File: src/rtl/core/sts_pkg.sv
// Shared types and constants of the source token scanner
`timescale 1ns / 1ps
`default_nettype none

package sts_pkg;

    localparam int STS_POS_BITS       = 16;
    localparam int STS_KEYWORD_PREFIX = 6;
    localparam int MAX_RESULTS        = 3;
    localparam int RES_CNT_W          = 2;

    typedef logic [5:0] token_type_t;
    typedef logic [1:0] error_kind_t;

    localparam token_type_t TT_IDENT    = 6'd0;
    localparam token_type_t TT_STRING   = 6'd1;
    localparam token_type_t TT_NUMBER   = 6'd2;
    localparam token_type_t TT_KW_FIRST = 6'd3;
    localparam token_type_t TT_PLUS     = 6'd19;
    localparam token_type_t TT_MINUS    = 6'd20;
    localparam token_type_t TT_STAR     = 6'd21;
    localparam token_type_t TT_SLASH    = 6'd22;
    localparam token_type_t TT_LESS     = 6'd23;
    localparam token_type_t TT_COMMA    = 6'd31;
    localparam token_type_t TT_SEMI     = 6'd32;
    localparam token_type_t TT_DOT      = 6'd33;
    localparam token_type_t TT_LBRACE   = 6'd34;
    localparam token_type_t TT_RBRACE   = 6'd35;
    localparam token_type_t TT_LPAREN   = 6'd36;
    localparam token_type_t TT_RPAREN   = 6'd37;
    localparam token_type_t TT_ERROR    = 6'd38;
    localparam token_type_t TT_EOF      = 6'd39;

    localparam error_kind_t ERR_NONE         = 2'd0;
    localparam error_kind_t ERR_UNTERMINATED = 2'd1;
    localparam error_kind_t ERR_UNKNOWN_CHAR = 2'd2;

    typedef struct packed {
        token_type_t token_type;
        error_kind_t error_kind;
        logic [15:0] start_offset;
        logic [15:0] token_length;
        logic [15:0] line_number;
        logic        last;
    } token_t;

endpackage

`default_nettype wire

File: src/rtl/core/sts_byte_if.sv
// Source byte channel of the source token scanner
`timescale 1ns / 1ps
`default_nettype none

interface sts_byte_if;

    logic       valid;
    logic       ready;
    logic [7:0] ch;

    modport source (output valid, output ch, input ready);
    modport sink (input valid, input ch, output ready);

endinterface

`default_nettype wire

File: src/rtl/core/sts_token_if.sv
// Token result channel of the source token scanner
`timescale 1ns / 1ps
`default_nettype none

interface sts_token_if import sts_pkg::*; ();

    logic        valid;
    logic        ready;
    token_type_t token_type;
    error_kind_t error_kind;
    logic [15:0] start_offset;
    logic [15:0] token_length;
    logic [15:0] line_number;
    logic        last;

    modport source (
        output valid, output token_type, output error_kind, output start_offset,
        output token_length, output line_number, output last, input ready
    );
    modport sink (
        input valid, input token_type, input error_kind, input start_offset,
        input token_length, input line_number, input last, output ready
    );

endinterface

`default_nettype wire

File: src/rtl/core/sts_kw_match.sv
// Keyword lookup on the stored identifier prefix
`timescale 1ns / 1ps
`default_nettype none

module sts_kw_match import sts_pkg::*; #(
    parameter int POS_BITS       = STS_POS_BITS,
    parameter int KEYWORD_PREFIX = STS_KEYWORD_PREFIX
) (
    input  logic [KEYWORD_PREFIX-1:0][7:0] prefix,
    input  logic [POS_BITS-1:0]            length,
    output token_type_t                    word_type
);

    localparam int KW_COUNT   = 16;
    localparam int KW_MAX_LEN = 6;

    // text is left aligned, padding never compared
    localparam logic [0:KW_MAX_LEN-1][7:0] KW_TEXT [KW_COUNT] = '{
        "var   ", "print ", "if    ", "else  ",
        "while ", "false ", "func  ", "for   ",
        "class ", "true  ", "this  ", "super ",
        "nil   ", "return", "and   ", "or    "
    };

    localparam logic [3:0] KW_LEN [KW_COUNT] = '{
        4'd3, 4'd5, 4'd2, 4'd4, 4'd5, 4'd5, 4'd4, 4'd3,
        4'd5, 4'd4, 4'd4, 4'd5, 4'd3, 4'd6, 4'd3, 4'd2
    };

    always_comb
    begin
        logic same;
        word_type = TT_IDENT;
        // lowest entry wins
        for (int k = KW_COUNT - 1; k >= 0; k--)
        begin
            same = (length == POS_BITS'(KW_LEN[k])) && (int'(KW_LEN[k]) <= KEYWORD_PREFIX);
            for (int i = 0; i < KW_MAX_LEN; i++)
            begin
                if ((i < int'(KW_LEN[k])) && (prefix[i] != KW_TEXT[k][i]))
                begin
                    same = 1'b0;
                end
            end
            if (same)
            begin
                word_type = TT_KW_FIRST + 6'(k);
            end
        end
    end

endmodule

`default_nettype wire

File: src/rtl/core/sts_result_fifo.sv
// Result queue that spreads up to three tokens per byte over the output channel
`timescale 1ns / 1ps
`default_nettype none

module sts_result_fifo import sts_pkg::*; (
    input  logic                              clk,
    input  logic                              rst_n,
    input  logic                              push,
    input  logic [RES_CNT_W-1:0]              push_count,
    input  token_t [MAX_RESULTS-1:0]          push_items,
    output logic                              room,
    sts_token_if.source                       tokens
);

    localparam int DEPTH = 4;
    localparam int PTR_W = $clog2(DEPTH);
    localparam int CNT_W = $clog2(DEPTH + 1);

    token_t             slots_reg [DEPTH];
    logic [PTR_W-1:0]   wr_ptr_reg;
    logic [PTR_W-1:0]   wr_ptr_next;
    logic [PTR_W-1:0]   rd_ptr_reg;
    logic [PTR_W-1:0]   rd_ptr_next;
    logic [CNT_W-1:0]   count_reg;
    logic [CNT_W-1:0]   count_next;
    logic [RES_CNT_W-1:0] n_push;
    logic               pop;
    token_t             head;

    assign n_push = push ? push_count : '0;
    assign pop    = (count_reg != '0) && tokens.ready;
    assign room   = count_reg <= CNT_W'(DEPTH - MAX_RESULTS);

    assign wr_ptr_next = wr_ptr_reg + PTR_W'(n_push);
    assign rd_ptr_next = rd_ptr_reg + PTR_W'(pop);
    assign count_next  = count_reg + CNT_W'(n_push) - CNT_W'(pop);

    always_ff @(posedge clk or negedge rst_n)
    begin
        if (!rst_n)
        begin
            wr_ptr_reg <= '0;
            rd_ptr_reg <= '0;
            count_reg  <= '0;
        end
        else
        begin
            wr_ptr_reg <= wr_ptr_next;
            rd_ptr_reg <= rd_ptr_next;
            count_reg  <= count_next;
        end
    end

    always_ff @(posedge clk)
    begin
        for (int j = 0; j < MAX_RESULTS; j++)
        begin
            if (RES_CNT_W'(j) < n_push)
            begin
                slots_reg[wr_ptr_reg + PTR_W'(j)] <= push_items[j];
            end
        end
    end

    assign head = slots_reg[rd_ptr_reg];

    assign tokens.valid        = count_reg != '0;
    assign tokens.token_type   = head.token_type;
    assign tokens.error_kind   = head.error_kind;
    assign tokens.start_offset = head.start_offset;
    assign tokens.token_length = head.token_length;
    assign tokens.line_number  = head.line_number;
    assign tokens.last         = head.last;

endmodule

`default_nettype wire

File: src/rtl/core/sts_scan_core.sv
// Scanner state and per-byte token decision
`timescale 1ns / 1ps
`default_nettype none

module sts_scan_core import sts_pkg::*; #(
    parameter int POS_BITS       = STS_POS_BITS,
    parameter int KEYWORD_PREFIX = STS_KEYWORD_PREFIX
) (
    input  logic                     clk,
    input  logic                     rst_n,
    input  logic                     step,
    input  logic [7:0]               ch,
    output token_t [MAX_RESULTS-1:0] results,
    output logic [RES_CNT_W-1:0]     result_count
);

    localparam logic [POS_BITS-1:0] POS_MAX = '1;

    localparam logic [7:0] CH_NUL     = 8'h00;
    localparam logic [7:0] CH_TAB     = 8'h09;
    localparam logic [7:0] CH_LF      = 8'h0A;
    localparam logic [7:0] CH_CR      = 8'h0D;
    localparam logic [7:0] CH_SPACE   = 8'h20;
    localparam logic [7:0] CH_BANG    = 8'h21;
    localparam logic [7:0] CH_QUOTE   = 8'h22;
    localparam logic [7:0] CH_LPAREN  = 8'h28;
    localparam logic [7:0] CH_RPAREN  = 8'h29;
    localparam logic [7:0] CH_STAR    = 8'h2A;
    localparam logic [7:0] CH_PLUS    = 8'h2B;
    localparam logic [7:0] CH_COMMA   = 8'h2C;
    localparam logic [7:0] CH_MINUS   = 8'h2D;
    localparam logic [7:0] CH_DOT     = 8'h2E;
    localparam logic [7:0] CH_SLASH   = 8'h2F;
    localparam logic [7:0] CH_SEMI    = 8'h3B;
    localparam logic [7:0] CH_LESS    = 8'h3C;
    localparam logic [7:0] CH_EQUAL   = 8'h3D;
    localparam logic [7:0] CH_GREATER = 8'h3E;
    localparam logic [7:0] CH_UNDER   = 8'h5F;
    localparam logic [7:0] CH_LBRACE  = 8'h7B;
    localparam logic [7:0] CH_RBRACE  = 8'h7D;

    typedef enum logic [3:0] {
        M_IDLE,
        M_IDENT,
        M_NUMBER,
        M_NUMDOT,
        M_FRACTION,
        M_STRING,
        M_OPER,
        M_SLASH,
        M_COMMENT
    } mode_t;

    mode_t                          mode_reg;
    mode_t                          mode_next;
    logic [1:0]                     pend_reg;
    logic [1:0]                     pend_next;
    logic [POS_BITS-1:0]            start_reg;
    logic [POS_BITS-1:0]            start_next;
    logic [POS_BITS-1:0]            len_reg;
    logic [POS_BITS-1:0]            len_next;
    logic [POS_BITS-1:0]            pos_reg;
    logic [POS_BITS-1:0]            pos_next;
    logic [POS_BITS-1:0]            line_reg;
    logic [POS_BITS-1:0]            line_next;
    logic [KEYWORD_PREFIX-1:0][7:0] pfx_reg;

    logic                is_letter;
    logic                is_digit;
    token_type_t         word_type;
    logic                used;
    logic                line_inc;
    logic                at_eof;
    logic                opening;
    mode_t               open_mode;
    logic                single_v;
    token_type_t         single_type;
    logic                pfx_we;
    logic [POS_BITS-1:0] pfx_idx;
    logic                a_v;
    logic                b_v;
    logic                f_v;
    token_t              a_tok;
    token_t              b_tok;
    token_t              f_tok;

    function automatic logic [15:0] clamp16(input logic [POS_BITS-1:0] v);
        logic [31:0] w;
        w = 32'(v);
        return (w > 32'h0000_FFFF) ? 16'hFFFF : w[15:0];
    endfunction

    function automatic logic [POS_BITS-1:0] sat_inc(input logic [POS_BITS-1:0] v);
        return (v == POS_MAX) ? v : v + 1'b1;
    endfunction

    function automatic logic [POS_BITS-1:0] sat_add(input logic [POS_BITS-1:0] a,
                                                    input logic [POS_BITS-1:0] b);
        logic [POS_BITS:0] s;
        s = {1'b0, a} + {1'b0, b};
        return s[POS_BITS] ? POS_MAX : s[POS_BITS-1:0];
    endfunction

    function automatic token_t make_tok(input token_type_t t, input error_kind_t e,
                                        input logic [POS_BITS-1:0] st,
                                        input logic [POS_BITS-1:0] ln,
                                        input logic [POS_BITS-1:0] lc);
        token_t r;
        r.token_type   = t;
        r.error_kind   = e;
        r.start_offset = clamp16(st);
        r.token_length = clamp16(ln);
        r.line_number  = clamp16(lc);
        r.last         = 1'b0;
        return r;
    endfunction

    assign is_letter = ((ch >= 8'h61) && (ch <= 8'h7A)) || ((ch >= 8'h41) && (ch <= 8'h5A))
                     || (ch == CH_UNDER);
    assign is_digit  = (ch >= 8'h30) && (ch <= 8'h39);

    sts_kw_match #(
        .POS_BITS       (POS_BITS),
        .KEYWORD_PREFIX (KEYWORD_PREFIX)
    ) u_kw_match (
        .prefix    (pfx_reg),
        .length    (len_reg),
        .word_type (word_type)
    );

    always_comb
    begin
        mode_next   = mode_reg;
        pend_next   = pend_reg;
        start_next  = start_reg;
        len_next    = len_reg;
        pos_next    = pos_reg;
        used        = 1'b0;
        line_inc    = 1'b0;
        at_eof      = 1'b0;
        opening     = 1'b0;
        open_mode   = M_IDLE;
        single_v    = 1'b0;
        single_type = TT_PLUS;
        pfx_we      = 1'b0;
        pfx_idx     = len_reg;
        a_v         = 1'b0;
        b_v         = 1'b0;
        f_v         = 1'b0;
        a_tok       = '0;
        b_tok       = '0;
        f_tok       = '0;

        // pending token
        case (mode_reg)
            M_IDENT:
            begin
                if (is_letter || is_digit)
                begin
                    used     = 1'b1;
                    pfx_we   = len_reg < POS_BITS'(KEYWORD_PREFIX);
                    len_next = sat_inc(len_reg);
                end
                else
                begin
                    a_v       = 1'b1;
                    a_tok     = make_tok(word_type, ERR_NONE, start_reg, len_reg, line_reg);
                    mode_next = M_IDLE;
                end
            end
            M_NUMBER:
            begin
                if (is_digit)
                begin
                    used     = 1'b1;
                    len_next = sat_inc(len_reg);
                end
                else if (ch == CH_DOT)
                begin
                    used      = 1'b1;
                    mode_next = M_NUMDOT;
                end
                else
                begin
                    a_v       = 1'b1;
                    a_tok     = make_tok(TT_NUMBER, ERR_NONE, start_reg, len_reg, line_reg);
                    mode_next = M_IDLE;
                end
            end
            M_NUMDOT:
            begin
                if (is_digit)
                begin
                    used      = 1'b1;
                    len_next  = sat_add(len_reg, POS_BITS'(2));
                    mode_next = M_FRACTION;
                end
                else
                begin
                    a_v       = 1'b1;
                    a_tok     = make_tok(TT_NUMBER, ERR_NONE, start_reg, len_reg, line_reg);
                    b_v       = 1'b1;
                    b_tok     = make_tok(TT_DOT, ERR_NONE, sat_add(start_reg, len_reg),
                                         POS_BITS'(1), line_reg);
                    mode_next = M_IDLE;
                end
            end
            M_FRACTION:
            begin
                if (is_digit)
                begin
                    used     = 1'b1;
                    len_next = sat_inc(len_reg);
                end
                else
                begin
                    a_v       = 1'b1;
                    a_tok     = make_tok(TT_NUMBER, ERR_NONE, start_reg, len_reg, line_reg);
                    mode_next = M_IDLE;
                end
            end
            M_STRING:
            begin
                if (ch == CH_NUL)
                begin
                    a_v       = 1'b1;
                    a_tok     = make_tok(TT_ERROR, ERR_UNTERMINATED, start_reg, len_reg,
                                         line_reg);
                    mode_next = M_IDLE;
                end
                else
                begin
                    used     = 1'b1;
                    len_next = sat_inc(len_reg);
                    line_inc = ch == CH_LF;
                    if (ch == CH_QUOTE)
                    begin
                        a_v       = 1'b1;
                        a_tok     = make_tok(TT_STRING, ERR_NONE, start_reg, sat_inc(len_reg),
                                             line_reg);
                        mode_next = M_IDLE;
                    end
                end
            end
            M_OPER:
            begin
                a_v = 1'b1;
                if (ch == CH_EQUAL)
                begin
                    used  = 1'b1;
                    a_tok = make_tok(TT_LESS + {3'b000, pend_reg, 1'b1}, ERR_NONE, start_reg,
                                     POS_BITS'(2), line_reg);
                end
                else
                begin
                    a_tok = make_tok(TT_LESS + {3'b000, pend_reg, 1'b0}, ERR_NONE, start_reg,
                                     POS_BITS'(1), line_reg);
                end
                mode_next = M_IDLE;
            end
            M_SLASH:
            begin
                if (ch == CH_SLASH)
                begin
                    used      = 1'b1;
                    mode_next = M_COMMENT;
                end
                else
                begin
                    a_v       = 1'b1;
                    a_tok     = make_tok(TT_SLASH, ERR_NONE, start_reg, POS_BITS'(1), line_reg);
                    mode_next = M_IDLE;
                end
            end
            M_COMMENT:
            begin
                if ((ch == CH_LF) || (ch == CH_NUL))
                begin
                    mode_next = M_IDLE;
                end
                else
                begin
                    used = 1'b1;
                end
            end
            default:
            begin
                mode_next = M_IDLE;
            end
        endcase

        // byte not taken by the pending token
        if (!used)
        begin
            if (ch == CH_NUL)
            begin
                at_eof    = 1'b1;
                f_v       = 1'b1;
                f_tok     = make_tok(TT_EOF, ERR_NONE, pos_reg, '0, line_reg);
                mode_next = M_IDLE;
            end
            else
            begin
                case (ch)
                    CH_SPACE, CH_TAB, CH_CR:
                    begin
                        line_inc = 1'b0;
                    end
                    CH_LF:
                    begin
                        line_inc = 1'b1;
                    end
                    CH_QUOTE:
                    begin
                        opening   = 1'b1;
                        open_mode = M_STRING;
                    end
                    CH_SLASH:
                    begin
                        opening   = 1'b1;
                        open_mode = M_SLASH;
                    end
                    CH_LESS:
                    begin
                        opening   = 1'b1;
                        open_mode = M_OPER;
                        pend_next = 2'd0;
                    end
                    CH_GREATER:
                    begin
                        opening   = 1'b1;
                        open_mode = M_OPER;
                        pend_next = 2'd1;
                    end
                    CH_EQUAL:
                    begin
                        opening   = 1'b1;
                        open_mode = M_OPER;
                        pend_next = 2'd2;
                    end
                    CH_BANG:
                    begin
                        opening   = 1'b1;
                        open_mode = M_OPER;
                        pend_next = 2'd3;
                    end
                    CH_PLUS:
                    begin
                        single_v    = 1'b1;
                        single_type = TT_PLUS;
                    end
                    CH_MINUS:
                    begin
                        single_v    = 1'b1;
                        single_type = TT_MINUS;
                    end
                    CH_STAR:
                    begin
                        single_v    = 1'b1;
                        single_type = TT_STAR;
                    end
                    CH_COMMA:
                    begin
                        single_v    = 1'b1;
                        single_type = TT_COMMA;
                    end
                    CH_SEMI:
                    begin
                        single_v    = 1'b1;
                        single_type = TT_SEMI;
                    end
                    CH_DOT:
                    begin
                        single_v    = 1'b1;
                        single_type = TT_DOT;
                    end
                    CH_LBRACE:
                    begin
                        single_v    = 1'b1;
                        single_type = TT_LBRACE;
                    end
                    CH_RBRACE:
                    begin
                        single_v    = 1'b1;
                        single_type = TT_RBRACE;
                    end
                    CH_LPAREN:
                    begin
                        single_v    = 1'b1;
                        single_type = TT_LPAREN;
                    end
                    CH_RPAREN:
                    begin
                        single_v    = 1'b1;
                        single_type = TT_RPAREN;
                    end
                    default:
                    begin
                        if (is_letter)
                        begin
                            opening   = 1'b1;
                            open_mode = M_IDENT;
                            pfx_we    = 1'b1;
                            pfx_idx   = '0;
                        end
                        else if (is_digit)
                        begin
                            opening   = 1'b1;
                            open_mode = M_NUMBER;
                        end
                        else
                        begin
                            f_v   = 1'b1;
                            f_tok = make_tok(TT_ERROR, ERR_UNKNOWN_CHAR, pos_reg,
                                             POS_BITS'(1), line_reg);
                        end
                    end
                endcase

                if (single_v)
                begin
                    f_v   = 1'b1;
                    f_tok = make_tok(single_type, ERR_NONE, pos_reg, POS_BITS'(1), line_reg);
                end
                if (opening)
                begin
                    mode_next  = open_mode;
                    start_next = pos_reg;
                    len_next   = POS_BITS'(1);
                end
            end
        end

        if (at_eof)
        begin
            pos_next  = '0;
            line_next = POS_BITS'(1);
        end
        else
        begin
            pos_next  = sat_inc(pos_reg);
            line_next = line_inc ? sat_inc(line_reg) : line_reg;
        end
    end

    // pack the tokens in emission order, mark the final one
    always_comb
    begin
        results = '0;
        if (a_v)
        begin
            results[0] = a_tok;
            if (b_v)
            begin
                results[1] = b_tok;
                results[2] = f_tok;
            end
            else
            begin
                results[1] = f_tok;
            end
        end
        else
        begin
            results[0] = f_tok;
        end
        result_count = RES_CNT_W'(a_v) + RES_CNT_W'(b_v) + RES_CNT_W'(f_v);
        for (int j = 0; j < MAX_RESULTS; j++)
        begin
            results[j].last = RES_CNT_W'(j) == (result_count - 1'b1);
        end
    end

    always_ff @(posedge clk or negedge rst_n)
    begin
        if (!rst_n)
        begin
            mode_reg  <= M_IDLE;
            pend_reg  <= '0;
            start_reg <= '0;
            len_reg   <= '0;
            pos_reg   <= '0;
            line_reg  <= POS_BITS'(1);
        end
        else if (step)
        begin
            mode_reg  <= mode_next;
            pend_reg  <= pend_next;
            start_reg <= start_next;
            len_reg   <= len_next;
            pos_reg   <= pos_next;
            line_reg  <= line_next;
        end
    end

    always_ff @(posedge clk)
    begin
        if (step && pfx_we)
        begin
            for (int j = 0; j < KEYWORD_PREFIX; j++)
            begin
                if (pfx_idx == POS_BITS'(j))
                begin
                    pfx_reg[j] <= ch;
                end
            end
        end
    end

endmodule

`default_nettype wire

File: src/rtl/core/source_token_scanner.sv
// Top level of the source token scanner
//
// chars carries one source byte per request (ch), a byte of 0 ends the source.
// tokens carries one token per request: type, error kind, offset, length,
// line and a last flag on the final token caused by a byte.
// The tokens of an accepted byte are registered in the result queue, and
// tokens shows the head of that queue.
// One byte is taken every cycle while each byte yields at most one token and
// tokens is drained. A byte that closes a pending token and also yields one of
// its own (an operator, an unknown byte or the end of source), or a non-digit
// after a number and its dot, yields two or three tokens that leave in order
// through a four-entry result queue; chars.ready is low while fewer than three
// entries are free.
// When tokens stalls, up to four tokens wait in the queue and chars.ready
// drops; no byte is taken until room frees up.
// Reset empties the queue and restarts scanning at offset 0, line 1.
`timescale 1ns / 1ps
`default_nettype none

module source_token_scanner import sts_pkg::*; #(
    parameter int POS_BITS       = STS_POS_BITS,
    parameter int KEYWORD_PREFIX = STS_KEYWORD_PREFIX
) (
    input  logic        clk,
    input  logic        rst_n,
    sts_byte_if.sink    chars,
    sts_token_if.source tokens
);

    logic                     room;
    logic                     step;
    token_t [MAX_RESULTS-1:0] results;
    logic [RES_CNT_W-1:0]     result_count;

    assign chars.ready = room;
    assign step        = chars.valid && room;

    sts_scan_core #(
        .POS_BITS       (POS_BITS),
        .KEYWORD_PREFIX (KEYWORD_PREFIX)
    ) u_scan_core (
        .clk          (clk),
        .rst_n        (rst_n),
        .step         (step),
        .ch           (chars.ch),
        .results      (results),
        .result_count (result_count)
    );

    sts_result_fifo u_result_fifo (
        .clk        (clk),
        .rst_n      (rst_n),
        .push       (step),
        .push_count (result_count),
        .push_items (results),
        .room       (room),
        .tokens     (tokens)
    );

endmodule

`default_nettype wire

File: src/flat_wrapper.sv
// flat-port wrapper written by rule: the top's interface ports become plain ports
module source_token_scanner_flat import sts_pkg::*;
#(
    parameter int POS_BITS       = STS_POS_BITS,
    parameter int KEYWORD_PREFIX = STS_KEYWORD_PREFIX
)
  (clk, rst_n, chars_valid, chars_ch, chars_ready, tokens_valid, tokens_token_type, tokens_error_kind, tokens_start_offset, tokens_token_length, tokens_line_number, tokens_last, tokens_ready);
  sts_byte_if chars_i ();
  sts_token_if tokens_i ();
  input  logic clk;
  input  logic rst_n;
  input wire logic [$bits(chars_i.valid)-1:0] chars_valid;
  input wire logic [$bits(chars_i.ch)-1:0] chars_ch;
  output wire logic [$bits(chars_i.ready)-1:0] chars_ready;
  output wire logic [$bits(tokens_i.valid)-1:0] tokens_valid;
  output wire logic [$bits(tokens_i.token_type)-1:0] tokens_token_type;
  output wire logic [$bits(tokens_i.error_kind)-1:0] tokens_error_kind;
  output wire logic [$bits(tokens_i.start_offset)-1:0] tokens_start_offset;
  output wire logic [$bits(tokens_i.token_length)-1:0] tokens_token_length;
  output wire logic [$bits(tokens_i.line_number)-1:0] tokens_line_number;
  output wire logic [$bits(tokens_i.last)-1:0] tokens_last;
  input wire logic [$bits(tokens_i.ready)-1:0] tokens_ready;
  assign chars_i.valid = chars_valid;
  assign chars_i.ch = chars_ch;
  assign chars_ready = chars_i.ready;
  assign tokens_valid = tokens_i.valid;
  assign tokens_token_type = tokens_i.token_type;
  assign tokens_error_kind = tokens_i.error_kind;
  assign tokens_start_offset = tokens_i.start_offset;
  assign tokens_token_length = tokens_i.token_length;
  assign tokens_line_number = tokens_i.line_number;
  assign tokens_last = tokens_i.last;
  assign tokens_i.ready = tokens_ready;
  source_token_scanner #(.POS_BITS(POS_BITS), .KEYWORD_PREFIX(KEYWORD_PREFIX)) u_core (.clk(clk), .rst_n(rst_n), .chars(chars_i), .tokens(tokens_i));
endmodule
File: config.mk
export PLATFORM = sky130hd
export DESIGN_NAME = source_token_scanner_flat
export DESIGN_NICKNAME = d
export VERILOG_FILES = /design/src/rtl/core/sts_pkg.sv /design/src/rtl/core/sts_byte_if.sv /design/src/rtl/core/sts_token_if.sv /design/src/rtl/core/sts_kw_match.sv /design/src/rtl/core/sts_result_fifo.sv /design/src/rtl/core/sts_scan_core.sv /design/src/rtl/core/source_token_scanner.sv /design/src/flat_wrapper.sv
export SDC_FILE = /design/constraint.sdc
export NUM_CORES = 1
export LEC_CHECK = 0
export ABC_AREA = 0
export ABC_CLOCK_PERIOD_IN_PS = 5650
export BUFFER_PORTS_ARGS = -buffer_cell sky130_fd_sc_hd__buf_2
export CAP_MARGIN = 20
export CORE_ASPECT_RATIO = 1.25
export CORE_UTILIZATION = 55
export CTS_BUF_LIST = sky130_fd_sc_hd__clkbuf_8
export DETAILED_ROUTE_END_ITERATION = 7
export GPL_TIMING_DRIVEN = 0
export PLACE_DENSITY = 0.72
export SYNTH_ARGS = -nofsm -noshare
export SYNTH_HDL_FRONTEND = slang
export SYNTH_SLANG_ARGS = --single-unit
export TNS_END_PERCENT = 5
File: constraint.sdc
create_clock -name clk -period 5.65 [get_ports clk]
set_input_delay 0.2825 -clock clk [delete_from_list [all_inputs] [get_ports clk]]
set_output_delay 0.2825 -clock clk [all_outputs]
set_load 0.01 [all_outputs]
==> impl_metrics.csv <==
group,metric,value,unit
logic_synthesis,synth_sequential_area_ratio,0.461,
critical_path,worstSetupPathType,"register to register",
routing,routed_wl,73800,µm
timing,layout_setup_ws,0.0481,ns
hold_path,holdPathStages,1,
clocking,cts.clk_slew.worst_paths,0.07,ns
critical_path,critPathSlowestCell,"fa_1",
timing,tightest_slew,1.14,ns
final_layout,drive_gt1_frac,0.159,
routing,first_pass_iters,8,
grt,grt_max_degree,64,
critical_path,cp.required,6.04,ns
critical_path,cp_max_fo,35,
grt,gr-usage-all-layers,0.381,
power,vdd_drop_max,0.471,mV
logic_synthesis,syn_avg_cell_area,10.2,µm²
power,p_leak,8.07,nW
final_layout,fin_area,23300,µm²
placement,dp.cells,2597,
critical_path,max_stage_delay,0.52,ns
final_layout,largest_reg_flops,228,
routing,vias,18800,
clocking,cts-root-buf,"clkbuf_8",
timing,fmax,179,MHz
critical_path,critical-path-top-delay-family,"buffers and inverters",
logic_synthesis,synth_top_family_by_area,"simple AND/OR/NAND/NOR gates",
timing,final_max_slew_viol_count,0,
critical_path,cp-start-kind,"register",
placement,gp_congestion,1.03,
placement,place_area,21900,µm²
grt,grt.overflow.total,0,
timing,period_share,0.991,
clocking,clock_path_buffers,3,
die,start_util,0.557,
power,cellPowerDensity,426,nW/µm²
final_layout,fin_nets,2221,
flow_run,drv_cap,0,
logic_synthesis,ys_ff_latch,353,
logic_synthesis,syn_inst,2030,
critical_path,path_depth,19,
logic_synthesis,syn_nets,2074,
timing,setup-tns-final,0,ns
clocking,clk_latency,0.67,ns
critical_path,path_cells,"clkbuf_1, nor4bb_1, clkbuf_2, o31ai_4, nand2_2, nor2_4, inv_2, buf_6, buf_6, buf_2, fa_1, and2_2, inv_1, nor2_1, clkbuf_2, nor3_4, buf_2, inv_2, buf_12",
die,fp.coreArea,37300,µm²
placement,port-buffer-count,70,
critical_path,r2r_cells,19,
final_layout,syn2layout_area_growth,12.2,%
die,rows,79,
routing,drc,0,
routing,drt-vias-per-instance,6.94,
timing,slew_headroom,0.236,
logic_synthesis,ys_warn_count,0,
logic_synthesis,synth_edf_count,212,
placement,place_ws,-1.43,ns
logic_synthesis,yosys.cell_types.count,100,
power,power,9.92,mW
critical_path,end_kind,"register",
status,outcome,"completed",
die,die_y,219,µm
clocking,tritoncts,"done",
logic_synthesis,async_flop_share,0.218,
grt,grt_pass1_vias,17900,
logic_synthesis,synth-simple-area-share,0.201,
clocking,h-tree-depth,2,
critical_path,path_buf_inv,11,
logic_synthesis,synthAdderAreaFrac,0.0204,
grt,grt_pass1_wl,109000,µm
die,die_w,176,µm
die,dieArea,38600,µm²
placement,dp_hpwl,54100,µm
clocking,cts_made_buffers,56,
routing,drt_iter0_markers,2411,
logic_synthesis,synth_xor_area_frac,0.0223,
routing,ant_nets,0,
logic_synthesis,synth.area.mux_share,0.0719,
final_layout,instances_no_fill,2709,
final_layout,final_util,0.625,
logic_synthesis,synth_area,20800,µm²
timing,post-route-min-period,5.60,ns
routing,wl_per_cell,27.2,µm
timing,setup_viol,0,
die,ios,71,
hold_path,hp-class,"primary input to register",
clocking,clock_sinks,353,
critical_path,critPathArrivalTime,5.99,ns
timing,finalClockSkew,0.0441,ns
grt,antenna_found_initial,0,
logic_synthesis,synth_compound_area_frac,0.186,
timing,hold_violations,0,
logic_synthesis,synth_ff_type,"edfxtp_1",
timing,holdWs,0.0439,ns
cells in the final DEF (no fill, tap or decap), types with 22 or more instances in the layout:
master    netlist  final
dfxtp_1        64     64
nor2b_1        79     79
dfrtp_1        76     76
nand2_1       176    176
clkbuf_1      111     98
nor2_1        142    139
clkbuf_8        0     57
xnor2_1        28     28
a21oi_1       118    118
o221ai_1       44     44
nor4_1         29     28
xor2_1         25     25
a22o_1         44     44
mux4_2         57     57
nor3_1         58     53
inv_1          34     40
a31o_2         22     22
buf_2          16     89
nand3_1        78     78
nand4_1        44     44
edfxtp_1      212    212
a22oi_1        27     27
o22ai_1        40     40
ha_1           29     29
o21ai_0       120    119
final timing paths:
| kind | startpoint | to | slack (ns) |
|---|---|---|---|
| setup reg to reg | u_core.u_scan_core.mode_reg[0] | u_core.u_result_fifo.slots_reg[3][6] | 0.05 |
| hold / removal | chars_ch[4] | u_core.u_scan_core.pfx_reg[4] | 0.04 |
| setup / recovery | u_core.u_scan_core.mode_reg[0] | u_core.u_result_fifo.slots_reg[3][6] | 0.05 |
| min in group asynchronous | rst_n | u_core.u_scan_core.mode_reg[3] | 0.09 |
| hold reg to reg | u_core.u_result_fifo.slots_reg[3][29] | u_core.u_result_fifo.slots_reg[3][29] | 0.45 |
| max in group asynchronous | rst_n | u_core.u_scan_core.line_reg[0] | 4.85 |
per-layer routing:
metal / routed length (µm) / GRT usage / share of wire
met3: 6300 / 0.0629 / 0.085
met2: 35000 / 0.628 / 0.47
met5: 0 / 0 / 0
met1: 27800 / 0.473 / 0.38
met4: 4680 / 0.226 / 0.063
power by group:
group          switching (mW)  internal, mW
Clock                    1.10          1.23
Sequential              0.171          3.09
Combinational            2.93          1.40
Total                    4.19          5.72
area by class of cell:
type	instances	area, µm²
flip-flops and latches	353	9580
multi-input cells	1489	10500
diodes	1	2.50
plain buffers	148	639
clock buffers	57	785
well taps	486	608
fillers	2985	14000
clock inverters	46	383
repair buffers	93	636
inverters	36	139
cells by family after synthesis:
logic type / count (synthesis)
adder cells (fa/ha/maj): 32
AO/OA/AOI/OAI: 562
XOR/XNOR: 53
flip-flops: 353
multiplexers: 76
buffers and inverters: 188
AND/OR/NAND/NOR: 766
timing repair:
item | CTS | global route
setup buffers | 0 | 1
resized for setup | 17 | 17
endpoints found under the setup margin | 368 | 241
endpoints found under the hold margin | 114 | 0
hold buffers | 9 | 0
pin swaps | 0 | 1
Yosys cell counts (all sizes together) (25+ instances only):
master  count  share of area
buf        40          0.011
nand4      44          0.013
o22ai      40          0.012
nand3      78          0.019
dfrtp      76          0.092
o21ai     126          0.031
inv        36         0.0065
nor2b      79          0.024
nor2      144          0.027
edfxtp    212           0.31
a21oi     120          0.029
a22oi      28          0.010
nor3       60          0.015
mux4       57          0.062
o221ai     44          0.019
a22o       44          0.019
ha         29          0.017
clkbuf    112          0.020
nand2     178          0.033
dfxtp      64          0.062
xnor2      28          0.012
nor4       35          0.013
xor2       25          0.011
Note: power is estimated with default switching activity, not from simulation.
